## src/assert_macros.svh

```systemverilog
// Assertion helpers shared by the RTL. Define NO_ASSERTIONS to compile them out.
`ifndef ASSERT_MACROS_SVH
`define ASSERT_MACROS_SVH

`ifndef NO_ASSERTIONS

// Check a property on every clock edge outside reset.
`define ASSERT_CLK(label, prop, msg) \
    label: assert property (@(posedge aclk) disable iff (!aresetn) prop) else $error(msg);

// Check a property on every clock edge, reset included.
`define ASSERT_ALWAYS(label, prop, msg) \
    label: assert property (@(posedge aclk) prop) else $error(msg);

`else

`define ASSERT_CLK(label, prop, msg)
`define ASSERT_ALWAYS(label, prop, msg)

`endif

`endif

```

## src/pss_pkg.sv

```systemverilog
package pss_pkg;

    // Window depth default; the top level can narrow it.
    localparam int MAX_PATTERN_BYTES_DEF = 8;

    // Packet and counter limits, fixed by the result field widths.
    localparam int MAX_PACKET_BYTES   = 128;
    localparam int PACKET_COUNT_LIMIT = 8192;

    localparam int POS_W = $clog2(MAX_PACKET_BYTES);      // match position
    localparam int OFF_W = $clog2(MAX_PACKET_BYTES + 1);  // offset, holds the limit
    localparam int CNT_W = $clog2(PACKET_COUNT_LIMIT);    // packet counters

    localparam int PAT_W     = 64;  // pattern register
    localparam int LEN_W     = 4;   // pattern length register
    localparam int CFG_IDX_W = 2;
    localparam int IN_DATA_W = 8;

    localparam int OUT_FIELDS_W = 1 + POS_W + CNT_W + CNT_W;
    localparam int OUT_DATA_W   = ((OUT_FIELDS_W + 7) / 8) * 8;

    // Configuration register indexes
    typedef enum logic [CFG_IDX_W-1:0] {
        CFG_PATTERN_BYTES  = 2'd0,
        CFG_PATTERN_LENGTH = 2'd1
    } cfg_reg_t;

endpackage

```

## src/packet_string_search.sv

```systemverilog
// Result path: a byte accepted into the window shows its result (on the last byte of a packet)
//   at m_tvalid from the output register: one register stage for the window, one for the result.
// Throughput: one byte per cycle, set by the single window compare stage; the output
//   register stalls the input only when a last byte meets a result not yet taken.
// Reset: aresetn, synchronous, active low; clears counters, per-packet state,
//   pattern (zero) and length (one). No clearing pass is needed.
`include "assert_macros.svh"

module packet_string_search
    import pss_pkg::*;
#(
    parameter int MAX_PATTERN_BYTES = MAX_PATTERN_BYTES_DEF
) (
    input  logic                  aclk,
    input  logic                  aresetn,

    // Configuration write channel
    input  logic                  cfg_valid,
    output logic                  cfg_ready,
    input  logic [CFG_IDX_W-1:0]  cfg_index,
    input  logic [PAT_W-1:0]      cfg_data,

    // Packet bytes
    input  logic                  s_tvalid,
    output logic                  s_tready,
    input  logic [IN_DATA_W-1:0]  s_tdata,   // [7:0] data_byte
    input  logic                  s_tlast,   // last_of_packet

    // Per-packet results
    output logic                  m_tvalid,
    input  logic                  m_tready,
    output logic [OUT_DATA_W-1:0] m_tdata    // [0] found, [7:1] match_position,
                                             // [20:8] packet_index,
                                             // [33:21] packets_matched, rest zero
);

    // Configuration registers
    logic [PAT_W-1:0] pattern_reg;
    logic [LEN_W-1:0] pattern_len_reg;

    // Stage 1: byte window
    logic [7:0] win_reg [MAX_PATTERN_BYTES];
    logic       v1_reg;
    logic       last1_reg;

    // Stage 2: per-packet state and counters
    logic [OFF_W-1:0] offset_reg, offset_next;
    logic             seen_reg, seen_next;
    logic [POS_W-1:0] first_reg, first_next;
    logic [CNT_W-1:0] pkt_cnt_reg, pkt_cnt_next;
    logic [CNT_W-1:0] match_cnt_reg, match_cnt_next;

    // Output register
    logic                    m_tvalid_reg;
    logic [OUT_FIELDS_W-1:0] m_fields_reg;

    logic             s_accept;
    logic             out_free;
    logic             adv2;
    logic [LEN_W-1:0] n_len;
    logic             hit;
    logic             in_range;
    logic             room;
    logic [OFF_W:0]   idx_plus1;
    logic [POS_W-1:0] start_pos;
    logic             take;

    // Handshakes
    assign cfg_ready = 1'b1;
    assign out_free  = !m_tvalid_reg || m_tready;
    assign adv2      = v1_reg && (!last1_reg || out_free);
    assign s_tready  = !v1_reg || adv2;
    assign s_accept  = s_tvalid && s_tready;

    assign m_tvalid = m_tvalid_reg;
    assign m_tdata  = {{(OUT_DATA_W - OUT_FIELDS_W){1'b0}}, m_fields_reg};

    // Write configuration registers; ignore unknown indexes
    always_ff @(posedge aclk) begin
        if (!aresetn) begin
            pattern_reg     <= '0;
            pattern_len_reg <= LEN_W'(1);
        end else if (cfg_valid && cfg_ready) begin
            case (cfg_index)
                CFG_PATTERN_BYTES:  pattern_reg     <= cfg_data;
                CFG_PATTERN_LENGTH: pattern_len_reg <= cfg_data[LEN_W-1:0];
                default: ;
            endcase
        end
    end

    // Clamp pattern length into 1..MAX_PATTERN_BYTES
    always_comb begin
        if (pattern_len_reg == '0) begin
            n_len = LEN_W'(1);
        end else if (pattern_len_reg > LEN_W'(MAX_PATTERN_BYTES)) begin
            n_len = LEN_W'(MAX_PATTERN_BYTES);
        end else begin
            n_len = pattern_len_reg;
        end
    end

    // Shift the accepted byte into the window
    always_ff @(posedge aclk) begin
        if (s_accept) begin
            win_reg[0] <= s_tdata;
            for (int k = 1; k < MAX_PATTERN_BYTES; k++) begin
                win_reg[k] <= win_reg[k-1];
            end
            last1_reg <= s_tlast;
        end
    end

    always_ff @(posedge aclk) begin
        if (!aresetn) begin
            v1_reg <= 1'b0;
        end else if (s_accept) begin
            v1_reg <= 1'b1;
        end else if (adv2) begin
            v1_reg <= 1'b0;
        end
    end

    // Compare the newest n window bytes with the pattern, one compare per length
    always_comb begin
        logic len_ok;
        hit = 1'b0;
        for (int k = 1; k <= MAX_PATTERN_BYTES; k++) begin
            len_ok = 1'b1;
            for (int i = 0; i < k; i++) begin
                if (win_reg[k-1-i] != pattern_reg[8*i +: 8]) begin
                    len_ok = 1'b0;
                end
            end
            if (n_len == LEN_W'(k) && len_ok) begin
                hit = 1'b1;
            end
        end
    end

    // Record the first match that lies wholly inside the packet
    assign in_range  = offset_reg < OFF_W'(MAX_PACKET_BYTES);
    assign idx_plus1 = {1'b0, offset_reg} + (OFF_W+1)'(1);
    assign room      = idx_plus1 >= (OFF_W+1)'(n_len);
    assign start_pos = POS_W'(idx_plus1 - (OFF_W+1)'(n_len));
    assign take      = in_range && room && !seen_reg && hit;

    always_comb begin
        seen_next      = seen_reg || take;
        first_next     = take ? start_pos : first_reg;
        offset_next    = in_range ? offset_reg + OFF_W'(1) : offset_reg;
        match_cnt_next = match_cnt_reg;
        pkt_cnt_next   = pkt_cnt_reg;
        if (last1_reg) begin
            if (seen_next && match_cnt_reg != CNT_W'(PACKET_COUNT_LIMIT - 1)) begin
                match_cnt_next = match_cnt_reg + CNT_W'(1);
            end
            if (pkt_cnt_reg == CNT_W'(PACKET_COUNT_LIMIT - 1)) begin
                pkt_cnt_next = '0;
            end else begin
                pkt_cnt_next = pkt_cnt_reg + CNT_W'(1);
            end
        end
    end

    // Advance per-packet state; clear it after the last byte
    always_ff @(posedge aclk) begin
        if (!aresetn) begin
            offset_reg    <= '0;
            seen_reg      <= 1'b0;
            first_reg     <= '0;
            pkt_cnt_reg   <= '0;
            match_cnt_reg <= '0;
        end else if (adv2) begin
            pkt_cnt_reg   <= pkt_cnt_next;
            match_cnt_reg <= match_cnt_next;
            if (last1_reg) begin
                offset_reg <= '0;
                seen_reg   <= 1'b0;
                first_reg  <= '0;
            end else begin
                offset_reg <= offset_next;
                seen_reg   <= seen_next;
                first_reg  <= first_next;
            end
        end
    end

    // Load the result word on the last byte; hold it until taken
    always_ff @(posedge aclk) begin
        if (!aresetn) begin
            m_tvalid_reg <= 1'b0;
        end else if (adv2 && last1_reg) begin
            m_tvalid_reg <= 1'b1;
        end else if (m_tready) begin
            m_tvalid_reg <= 1'b0;
        end
    end

    always_ff @(posedge aclk) begin
        if (adv2 && last1_reg) begin
            m_fields_reg <= {match_cnt_next, pkt_cnt_reg,
                             seen_next ? first_next : POS_W'(0), seen_next};
        end
    end

    `ASSERT_CLK(a_no_pos_without_found, (m_tvalid_reg && !m_fields_reg[0]) |-> (m_fields_reg[POS_W:1] == '0), "match position set without a match")
    `ASSERT_CLK(a_packet_state_cleared, (adv2 && last1_reg) |=> (offset_reg == '0 && !seen_reg), "per-packet state not cleared after last byte")
    `ASSERT_CLK(a_result_loaded, (adv2 && last1_reg) |=> m_tvalid_reg, "last byte produced no result word")
    `ASSERT_CLK(a_no_result_overwrite, (m_tvalid_reg && !m_tready) |-> !(adv2 && last1_reg), "result word overwritten while stalled")
    `ASSERT_CLK(a_offset_bound, offset_reg <= OFF_W'(MAX_PACKET_BYTES), "byte offset beyond packet limit")

endmodule
```

## config.mk

```make
export PLATFORM = sky130hd
export DESIGN_NAME = packet_string_search
export DESIGN_NICKNAME = d
export VERILOG_FILES = /design/src/pss_pkg.sv /design/src/packet_string_search.sv
export VERILOG_INCLUDE_DIRS = /design/src /design/src/src
export SDC_FILE = /design/constraint.sdc
export NUM_CORES = 1
export LEC_CHECK = 0
export ABC_AREA = 1
export BUFFER_PORTS_ARGS = -buffer_cell sky130_fd_sc_hd__buf_2
export CORE_ASPECT_RATIO = 0.6
export CORE_MARGIN = 3
export CORE_UTILIZATION = 65
export DETAILED_ROUTE_END_ITERATION = 8
export PLACE_DENSITY = 0.84
export SLEW_MARGIN = 10
export SYNTH_ARGS = -nofsm -noshare
export SYNTH_HDL_FRONTEND = slang
export SYNTH_SLANG_ARGS = --single-unit
```

## constraint.sdc

```tcl
create_clock -name aclk -period 5.9 [get_ports aclk]
set_input_delay 1.18 -clock aclk [delete_from_list [all_inputs] [get_ports aclk]]
set_output_delay 1.18 -clock aclk [all_outputs]
set_load 0.02 [all_outputs]
```

Word level (Yosys, flattened, before mapping). Memory sizes are Yosys's and may differ from the RTL's. Index checks and enable logic that the tools add are counted.

Flip-flop bits (word level): 147. Bits in writable memories: 64. Input port bits: 80. Logic and storage cells: 160. Memories kept: 1.

Memory list: win_reg (depth 8, width 8, rd ports 8, clocked after memory_dff 0, wr ports 8, line packet_string_search.sv:42) `logic [7:0] win_reg [MAX_PATTERN_BYTES];`.

$add $sub $neg: 5. $lt $le $gt $ge: 3. Equal/unequal tests: 47. Mux-type cells: 60. Reductions and logical operators: 32.

Operators by type and width (number): 8-bit != test (36); 1-bit 2-to-1 mux (51); 13-bit 2-to-1 mux (3); 13-bit by 1-bit adder with 13-bit output (second input constant) (2); 4-bit by 3-bit equality test with 1-bit output (second input constant) (4); 8-bit 2-to-1 mux (2); 1-bit logical AND (15); 7-bit 2-to-1 mux (2); 13-bit equality test (second input constant) (1); 13-bit != test (second input constant) (1); 8-bit by 1-bit adder with 9-bit output (second input constant) (1); 9-bit by 4-bit >= comparator with 1-bit output (1); 8-bit by 1-bit adder with 8-bit output (second input constant) (1); 4-bit by 2-bit equality test with 1-bit output (second input constant) (2); 8-bit less-than comparator (second input constant) (1); 4-bit 2-to-1 mux (2); 2-bit AND reduction (4); 7-bit by 4-bit subtractor with 7-bit output (1); 2-bit nonzero test (3); 4-bit by 1-bit equality test with 1-bit output (second input constant) (1); 4-bit equality test (second input constant) (1); 4-bit > comparator (second input constant) (1); 1-bit zero test (4); 4-bit zero test (1); other kinds (3) (6).

Longest topological paths before layout. Gate-level depths: netlist (run 1).

Word-level depth: 18. Depth in mapped cells: 21.

Least setup slack after synthesis (run 1). OpenSTA, ideal clock, no wires.

Path type: input to register. Start point: input port m_tready. End point: register last1_reg, enable pin. Library setup time: 0.419 ns. Arrival time: 2.823 ns. Data required time: 5.481 ns. Slack: 2.658 ns. Stages: 4. Path buffers: 0. Cell sequence: nor2_1 nand3_1 nand2_1 inv_1.

Cells in the longest elaborated chain, start to end: 5.

RTL lines: start: declaration (line packet_string_search.sv:31) `input logic m_tready,`; 1-bit logical OR (line packet_string_search.sv:70) `assign out_free = !m_tvalid_reg || m_tready;`; 1-bit logical OR (line packet_string_search.sv:71) `assign adv2 = v1_reg && (!last1_reg || out_free);`; 1-bit logical AND (line packet_string_search.sv:71); 1-bit logical OR (line packet_string_search.sv:72) `assign s_tready = !v1_reg || adv2;`; via s_tready (line packet_string_search.sv:25) `output logic s_tready,`; 1-bit logical AND (line packet_string_search.sv:73) `assign s_accept = s_tvalid && s_tready;`; via s_accept (line packet_string_search.sv:57) `logic s_accept;`; end signal: assignment (line packet_string_search.sv:110) `last1_reg <= s_tlast;`; end: declaration (line packet_string_search.sv:44) `logic last1_reg;`.

The timed path passes the listed nets, and every way through them passes these cells. A chain may end at the register's enable or synchronous reset.

Final worst setup path (run 1).
Start point: input port m_tready. End point: register pkt_cnt_reg[9].

Cells in the longest elaborated chain, start to end: 4.

RTL lines: 1-bit logical OR (line packet_string_search.sv:70); 1-bit logical OR (line packet_string_search.sv:71); 1-bit logical AND (line packet_string_search.sv:71); 2-bit AND reduction (no line); end signal: assignment (line packet_string_search.sv:175) `pkt_cnt_reg <= pkt_cnt_next;`; end: declaration (line packet_string_search.sv:50) `logic [CNT_W-1:0] pkt_cnt_reg, pkt_cnt_next;`.

No other way between the ends.

==> results of run 1 <==
[worst max-delay path, cell delays in order]
cell,delay (ns)
sky130_fd_sc_hd__buf_2,0.07
sky130_fd_sc_hd__nor2_1,0.05
sky130_fd_sc_hd__nand2_1,0.06
sky130_fd_sc_hd__nand2_1,0.47
sky130_fd_sc_hd__inv_2,0.52
sky130_fd_sc_hd__nand2_1,0.28
sky130_fd_sc_hd__nor2_1,0.23
sky130_fd_sc_hd__nand3_1,0.15
sky130_fd_sc_hd__nor2_1,0.16
sky130_fd_sc_hd__nand3_1,0.10
sky130_fd_sc_hd__nor2_1,0.14
sky130_fd_sc_hd__nand2_1,0.12
sky130_fd_sc_hd__nor2_1,0.17
sky130_fd_sc_hd__o21ai_0,0.11
sky130_fd_sc_hd__a21oi_1,0.18
[metrics by stage]
stage,std cells,area (um^2)
final,2080,13450
after global routing,2080,13450
after CTS,2080,13450
after detailed placement,2044,12830
after global placement,2044,12830
after floorplan,1765,12390
[final cells by class]
| type | instances | area, um^2 |
|---|---|---|
| multi-input combinational | 1274 | 5947 |
| sequential | 211 | 5215 |
| fill | 1478 | 4902 |
| inverter | 197 | 740.7 |
| timing repair buffer | 122 | 628.1 |
| clock buffer | 26 | 544.3 |
| tap | 240 | 300.3 |
| clock inverter | 10 | 75.07 |
[routing by layer]
metal / wire length, um / share of wire, % / vias up / GRT usage, %
met4: 990 / 2.3 / 0 / 8.556
met2: 16810 / 39 / 971 / 56.29
li1: - / - / 5749 / -
met3: 7413 / 17 / 98 / 14.84
met1: 17480 / 41 / 5671 / 60.21
met5: 0 / 0 / - / 0
[power by group]
group	switching [mW]	internal, mW
combinational	0.304	0.161
clock	0.568	0.696
sequential	0.135	1.60
[cells in the mapped netlist (3+ instances only)]
cell type and count:
sky130_fd_sc_hd__buf_2 18, sky130_fd_sc_hd__or2_2 3, sky130_fd_sc_hd__nor2_1 196, sky130_fd_sc_hd__nand2_1 574, sky130_fd_sc_hd__o21ai_0 127, sky130_fd_sc_hd__xor2_1 42
sky130_fd_sc_hd__a21oi_2 3, sky130_fd_sc_hd__nor3_1 16, sky130_fd_sc_hd__ha_1 7, sky130_fd_sc_hd__nor4_1 4, sky130_fd_sc_hd__dfxtp_1 112, sky130_fd_sc_hd__clkbuf_1 27
sky130_fd_sc_hd__o22ai_1 7, sky130_fd_sc_hd__inv_1 176, sky130_fd_sc_hd__buf_4 33, sky130_fd_sc_hd__nand4_1 51, sky130_fd_sc_hd__o21ai_1 15, sky130_fd_sc_hd__a21oi_1 106
sky130_fd_sc_hd__edfxtp_1 99, sky130_fd_sc_hd__inv_2 19, sky130_fd_sc_hd__xnor2_1 41, sky130_fd_sc_hd__nand3_1 55
[final timing paths]
| kind | startpoint | end | slack [ns] | depth (start not counted) |
|---|---|---|---|---|
| max | m_tready | pkt_cnt_reg[9] | 2.33 | 15 |
| min | pkt_cnt_reg[10] | m_fields_reg[18] | 0.45 | 0 |
| max reg2reg | win_reg[0][3] | m_fields_reg[33] | 2.48 | 18 |
| min reg2reg | pkt_cnt_reg[10] | m_fields_reg[18] | 0.45 | 0 |
[cells by family after synthesis]
family          synth area share (%)
compound gates                 10.88
flops                          42.16
simple gates                   30.10
other cells                  0.06071
xor+xnor                       6.008
fa+ha+maj                     0.8699
buf+inv                        9.913
==> impl_summary.log, run 1 <==
[metrics] result of the run: completed
[metrics] count of instances resized after the clock tree is built: 0
[metrics] class of the most critical setup path: in2reg
[metrics] DRC violation total after the first TritonRoute iteration: 1860
[metrics] unrepaired setup endpoints after global routing: no
[metrics] maximum count of clock buffers along a single path: 3
[metrics] largest area contributor in the netlist: sky130_fd_sc_hd__edfxtp_1
[metrics] clock transition time at the flip-flop clock pins of the worst setup and hold paths: 0.07 ns
[metrics] Hold Crit Class: reg2reg
[metrics] mean number of vias per cell: 6.004
[metrics] antenna-violating nets left: 0
[metrics] kind of start point of the critical path: primary input
[metrics] horizontal extent of the die: 184.1 um
[metrics] setup TNS: 0 ns
[metrics] final critical path time including I/O delays and setup: 3.573 ns
[metrics] number of antenna violations at the first check in global routing: 0
[metrics] # hold bufs at CTS: 0
[metrics] final core occ: 73.29%
[metrics] synthesis-to-layout area growth: 8.740%
[metrics] H-tree depth: 1
[metrics] Arr. time, crit path: 4.01 ns
[metrics] Final Cycle Share: 60.56%
[metrics] floorplan die height: 112.9 um
[metrics] sum of overflow across all layers after global routing: 0
[metrics] Core Box Area: 18350 um^2
[metrics] Final Hold Viols: 0
[metrics] post-detailed-route DRC marker count: 0
[metrics] vias in the first global route: 11340
[metrics] fraction of synthesis flops using an asynchronous set or reset pin: 0%
[metrics] number of synthesized register bits: 211
[metrics] worst clock skew on the final layout: 0.01389 ns
[metrics] Routed wire per std cell: 20.52 um
[metrics] Mean Syn Cell Area: 7.028 um^2
[metrics] effective utilization at floorplan: 67.40%
[metrics] layout cells sized above 1: 10.05%
[metrics] buffer cell driving the clock tree root: sky130_fd_sc_hd__clkbuf_16
[metrics] number of enable-type register cells in the synthesized netlist: 99
[metrics] 1st-pass router iterations: 6
[metrics] CTS tree: done
[metrics] number of placement rows: 38
[metrics] max-capacitance violation count: 0
[metrics] number of instances in the synthesized netlist: 1760
[metrics] top_reg_cell synth: sky130_fd_sc_hd__dfxtp_1
[metrics] wire length of the first global-routing pass: 64500 um
[metrics] commonest cells after routing, fill and taps aside: sky130_fd_sc_hd__nand2_1, sky130_fd_sc_hd__nor2_1, sky130_fd_sc_hd__inv_1
[metrics] pin count of the biggest net entering global routing: 75
[metrics] count of yosys warnings during synthesis: 0
[metrics] number of top-level pins: 123
[metrics] Cell Pwr Density: 257.5 nW/um^2
[metrics] post-CTS setup-driven buffer insertion count: 0
[metrics] number of CTS-inserted buffers: 20
[metrics] critical path capture point type: register
[metrics] post-route worst setup slack: 2.327 ns
[metrics] total wire length: 42690 um
[metrics] Die ar.: 20780 um^2
[metrics] post-place setup slack: 1.971 ns
[metrics] endpoint required time on the critical path: 6.33 ns
[metrics] number of buffers added on ports: 115
[metrics] cell leakage power: 5.918 nW
[metrics] largest fanout on the critical path: 22
[metrics] post-synth top area share: 24.03%
[metrics] GRT Total Usage: 40.38%
[metrics] count of inserted antenna diode cells: 0
[metrics] Highest Clock Rate: 0.2799 GHz
[metrics] largest voltage drop on the vdd net: 0.0002432 V
[metrics] number of distinct library cells after synthesis: 42
[metrics] Total Power Consumption: 3.463 mW
[metrics] most common library cell in the layout ignoring fill and taps: sky130_fd_sc_hd__nand2_1
[metrics] most area-consuming cells after synthesis: sky130_fd_sc_hd__edfxtp_1, sky130_fd_sc_hd__dfxtp_1, sky130_fd_sc_hd__nand2_1, sky130_fd_sc_hd__nor2_1, sky130_fd_sc_hd__inv_1
[metrics] final max-slew violation count: 0
[metrics] final count of negative-setup-slack endpoints: 0
[metrics] worst-margin pin slew: 0.9068 ns
[metrics] number of clock sinks: 211
[metrics] fin nets: 1914
[metrics] DPL Wire Length: 30590 um
[metrics] worst hold slack across all endpoints: 0.4479 ns
[metrics] clock latency on the worst-skew pair: 0.51 ns
[metrics] Slew Limit Headroom: 39.55%
[metrics] cell area after synthesis: 12370 um^2
[metrics] total number of vias: 12490
[metrics] proportion of synthesized chip area in sequential cells: 42.16%
[metrics] RD Place Congestion: 1.064
(Power assumes the default switching activity.)
==> run 2, diff against run 1 <==
Settings changed: CORE_UTILIZATION 65 to 54, PLACE_DENSITY 0.84 to 0.74.
Clock period 5.9 ns to 3 ns, I/O delays scaled along.
==> run 2 against run 1 <==
Net effect: cell area grew 5.2%; setup slack worse by 2.1 ns; core utilization down 9.8 points; clock-buffer cell count increased by 4; critical path depth up 2; critical path type is now reg2reg; critical endpoint is now match_cnt_reg[1].
==> impl_summary.log, run 2 (same netlist as run 1, synthesis figures left out) <==
[metrics] antenna-violating nets left: 0
[metrics] fillers: 2073
[metrics] final critical path time including I/O delays and setup: 2.802 ns
[metrics] final core occ: 63.48%
[metrics] effective utilization at floorplan: 55.51%
[metrics] cell leakage power: 6.313 nW
[metrics] largest voltage drop on the vdd net: 0.0005548 V
[metrics] vias in the first global route: 11100
[metrics] largest fanout on the critical path: 25
[metrics] kind of start point of the critical path: register
[metrics] r2r endpoint: match_cnt_reg[1]
[metrics] final count of negative-setup-slack endpoints: 0
[metrics] Final Cycle Share: 93.39%
[metrics] maximum count of clock buffers along a single path: 3
[metrics] floorplan die height: 123.2 um
[metrics] peak per-stage delay on the critical path: 0.57 ns
[metrics] synthesis-to-layout area growth: 14.35%
[metrics] unrepaired setup endpoints after global routing: no
[metrics] clock latency on the worst-skew pair: 0.52 ns
[metrics] number of clock sinks: 211
[metrics] Top cell by count, worst path: sky130_fd_sc_hd__nand2_1
[metrics] Crit Reg-Reg Startpoint: pattern_reg[17]
[metrics] GRT Total Usage: 34.35%
[metrics] horizontal extent of the die: 201.4 um
[metrics] number of top-level pins: 123
[metrics] post-detailed-route DRC marker count: 0
[metrics] DRC violation total after the first TritonRoute iteration: 1931
[metrics] total wire length: 43620 um
[metrics] setup TNS: 0 ns
[metrics] fin nets: 1988
[metrics] H-tree depth: 1
[metrics] count of inserted antenna diode cells: 0
[metrics] number of CTS-inserted buffers: 21
[metrics] cell count of the worst hold path: 1
[metrics] Worst Reg2Reg Path Length in Cells: 17
[metrics] RD Place Congestion: 1.012
[metrics] setup slack on the worst flop-to-flop path: 0.20 ns
[metrics] worst hold slack across all endpoints: 0.2541 ns
[metrics] worst-margin pin slew: 0.7173 ns
[metrics] wire length of the first global-routing pass: 64890 um
[metrics] endpoint required time on the critical path: 3.41 ns
[metrics] max-capacitance violation count: 0
[metrics] sum of overflow across all layers after global routing: 0
[metrics] Slew Limit Headroom: 51.86%
[metrics] number of placement rows: 42
[metrics] number of buffers added on ports: 115
[metrics] 1st-pass router iterations: 7
[metrics] buffer cell driving the clock tree root: sky130_fd_sc_hd__clkbuf_16
[metrics] worst hold endpoint: win_reg[0][7]
[metrics] Hold Crit Class: in2reg
[metrics] Arr. time, crit path: 3.21 ns
[metrics] most common library cell in the layout ignoring fill and taps: sky130_fd_sc_hd__nand2_1
[metrics] DPL Wire Length: 32870 um
[metrics] number of antenna violations at the first check in global routing: 0
[metrics] mean number of vias per cell: 5.625
[metrics] commonest cells after routing, fill and taps aside: sky130_fd_sc_hd__nand2_1, sky130_fd_sc_hd__nor2_1, sky130_fd_sc_hd__inv_1
[metrics] startpoint of the worst setup timing path: pattern_reg[17]
[metrics] total number of vias: 12500
[metrics] CP max stage cell: sky130_fd_sc_hd__dfxtp_1
[metrics] Highest Clock Rate: 0.3569 GHz
[metrics] layout cells sized above 1: 13.74%
[metrics] worst clock skew on the final layout: 0.01400 ns
[metrics] clock transition time at the flip-flop clock pins of the worst setup and hold paths: 0.07 ns
[metrics] result of the run: completed
[metrics] Final Hold Viols: 0
[metrics] Routed wire per std cell: 19.63 um
[metrics] CTS tree: done
[metrics] class of the most critical setup path: reg2reg
[metrics] Cell Pwr Density: 496.6 nW/um^2
[metrics] Die ar.: 24820 um^2
[metrics] launch instance of the worst min-delay path: s_tdata[7]
[metrics] cells along the critical path: inv_2 -> nand2_1 -> o21ai_0 -> nor2_1 -> nand4_1 -> nor2_1 -> nand2_1 -> nor2_1 -> nor2_1 -> nand2_2 -> nand2_4 -> nand2_8 -> nand2_1 -> nand2_1 -> nand2_1 -> o21ai_0 -> inv_1
[metrics] # hold bufs at CTS: 0
[metrics] critical path capture point type: register
[metrics] pin count of the biggest net entering global routing: 75
[metrics] final max-slew violation count: 0
[metrics] Core Box Area: 22280 um^2
-- run 2: what timing repair did --
action / in CTS / in global routing
gates resized for setup: 0 / 4
endpoints found under the setup margin: 0 / 8
buffers inserted: 0 / 3
-- run 2: cell type report --
| type | count | area (um^2) | share of cell area [%] |
|---|---|---|---|
| clock inverters | 7 | 66.31 | 0.4688 |
| clock buffers | 30 | 590.6 | 4.175 |
| repair buffers | 195 | 1189 | 8.403 |
| inverters | 197 | 743.2 | 5.254 |
| flip-flops and latches | 211 | 5216 | 36.88 |
| well taps | 308 | 385.4 | 2.724 |
| multi-input cells | 1274 | 5954 | 42.10 |
-- run 2: metal layers --
metal	GRT usage [%]	share of wire (%)	routed length, um
met1	52.81	45	19710
met2	46.68	38	16680
met3	10.94	15	6400
met4	7.227	1.9	835
met5	0	0	0
-- run 2: power by group --
part	switching, mW	total (mW)	internal, mW
Combinational	0.724	1.10	0.381
Sequential	0.153	3.30	3.14
Clock	1.16	2.62	1.46
-- run 2: worst max-delay path by stage --
stage | end | slack [ns]
4_1_cts | m_fields_reg[33] | 0.09
6_report | match_cnt_reg[1] | 0.20
3_5_place_dp | m_fields_reg[33] | 0.09
5_1_grt | m_fields_reg[33] | 0.002
3_3_place_gp | m_fields_reg[33] | 0.18
2_1_floorplan | last1_reg | 0.34
-- run 2: worst max-delay path: cells and delay by family, from the launching register on --
kind / cells / cell delay (ns)
flops: 1 / 0.57
buf+inv: 2 / 0.24
simple gates: 13 / 1.61
compound gates: 2 / 0.25
-- run 2: stage by stage --
| step | instance area (um^2) | worst slack [ns] | cells | total power, mW |
|---|---|---|---|---|
| 6_report | 14140 | 0.1982 | 2222 | 7.025 |
| 3_3_place_gp | 13450 | 0.1799 | 2182 | 4.394 |
| 4_1_cts | 14110 | 0.09302 | 2219 | 6.986 |
| 3_5_place_dp | 13450 | 0.09398 | 2182 | 4.407 |
| 2_1_floorplan | 12390 | 0.3380 | 1765 | 3.999 |
| 5_1_grt | 14140 | 0.002156 | 2222 | 7.262 |
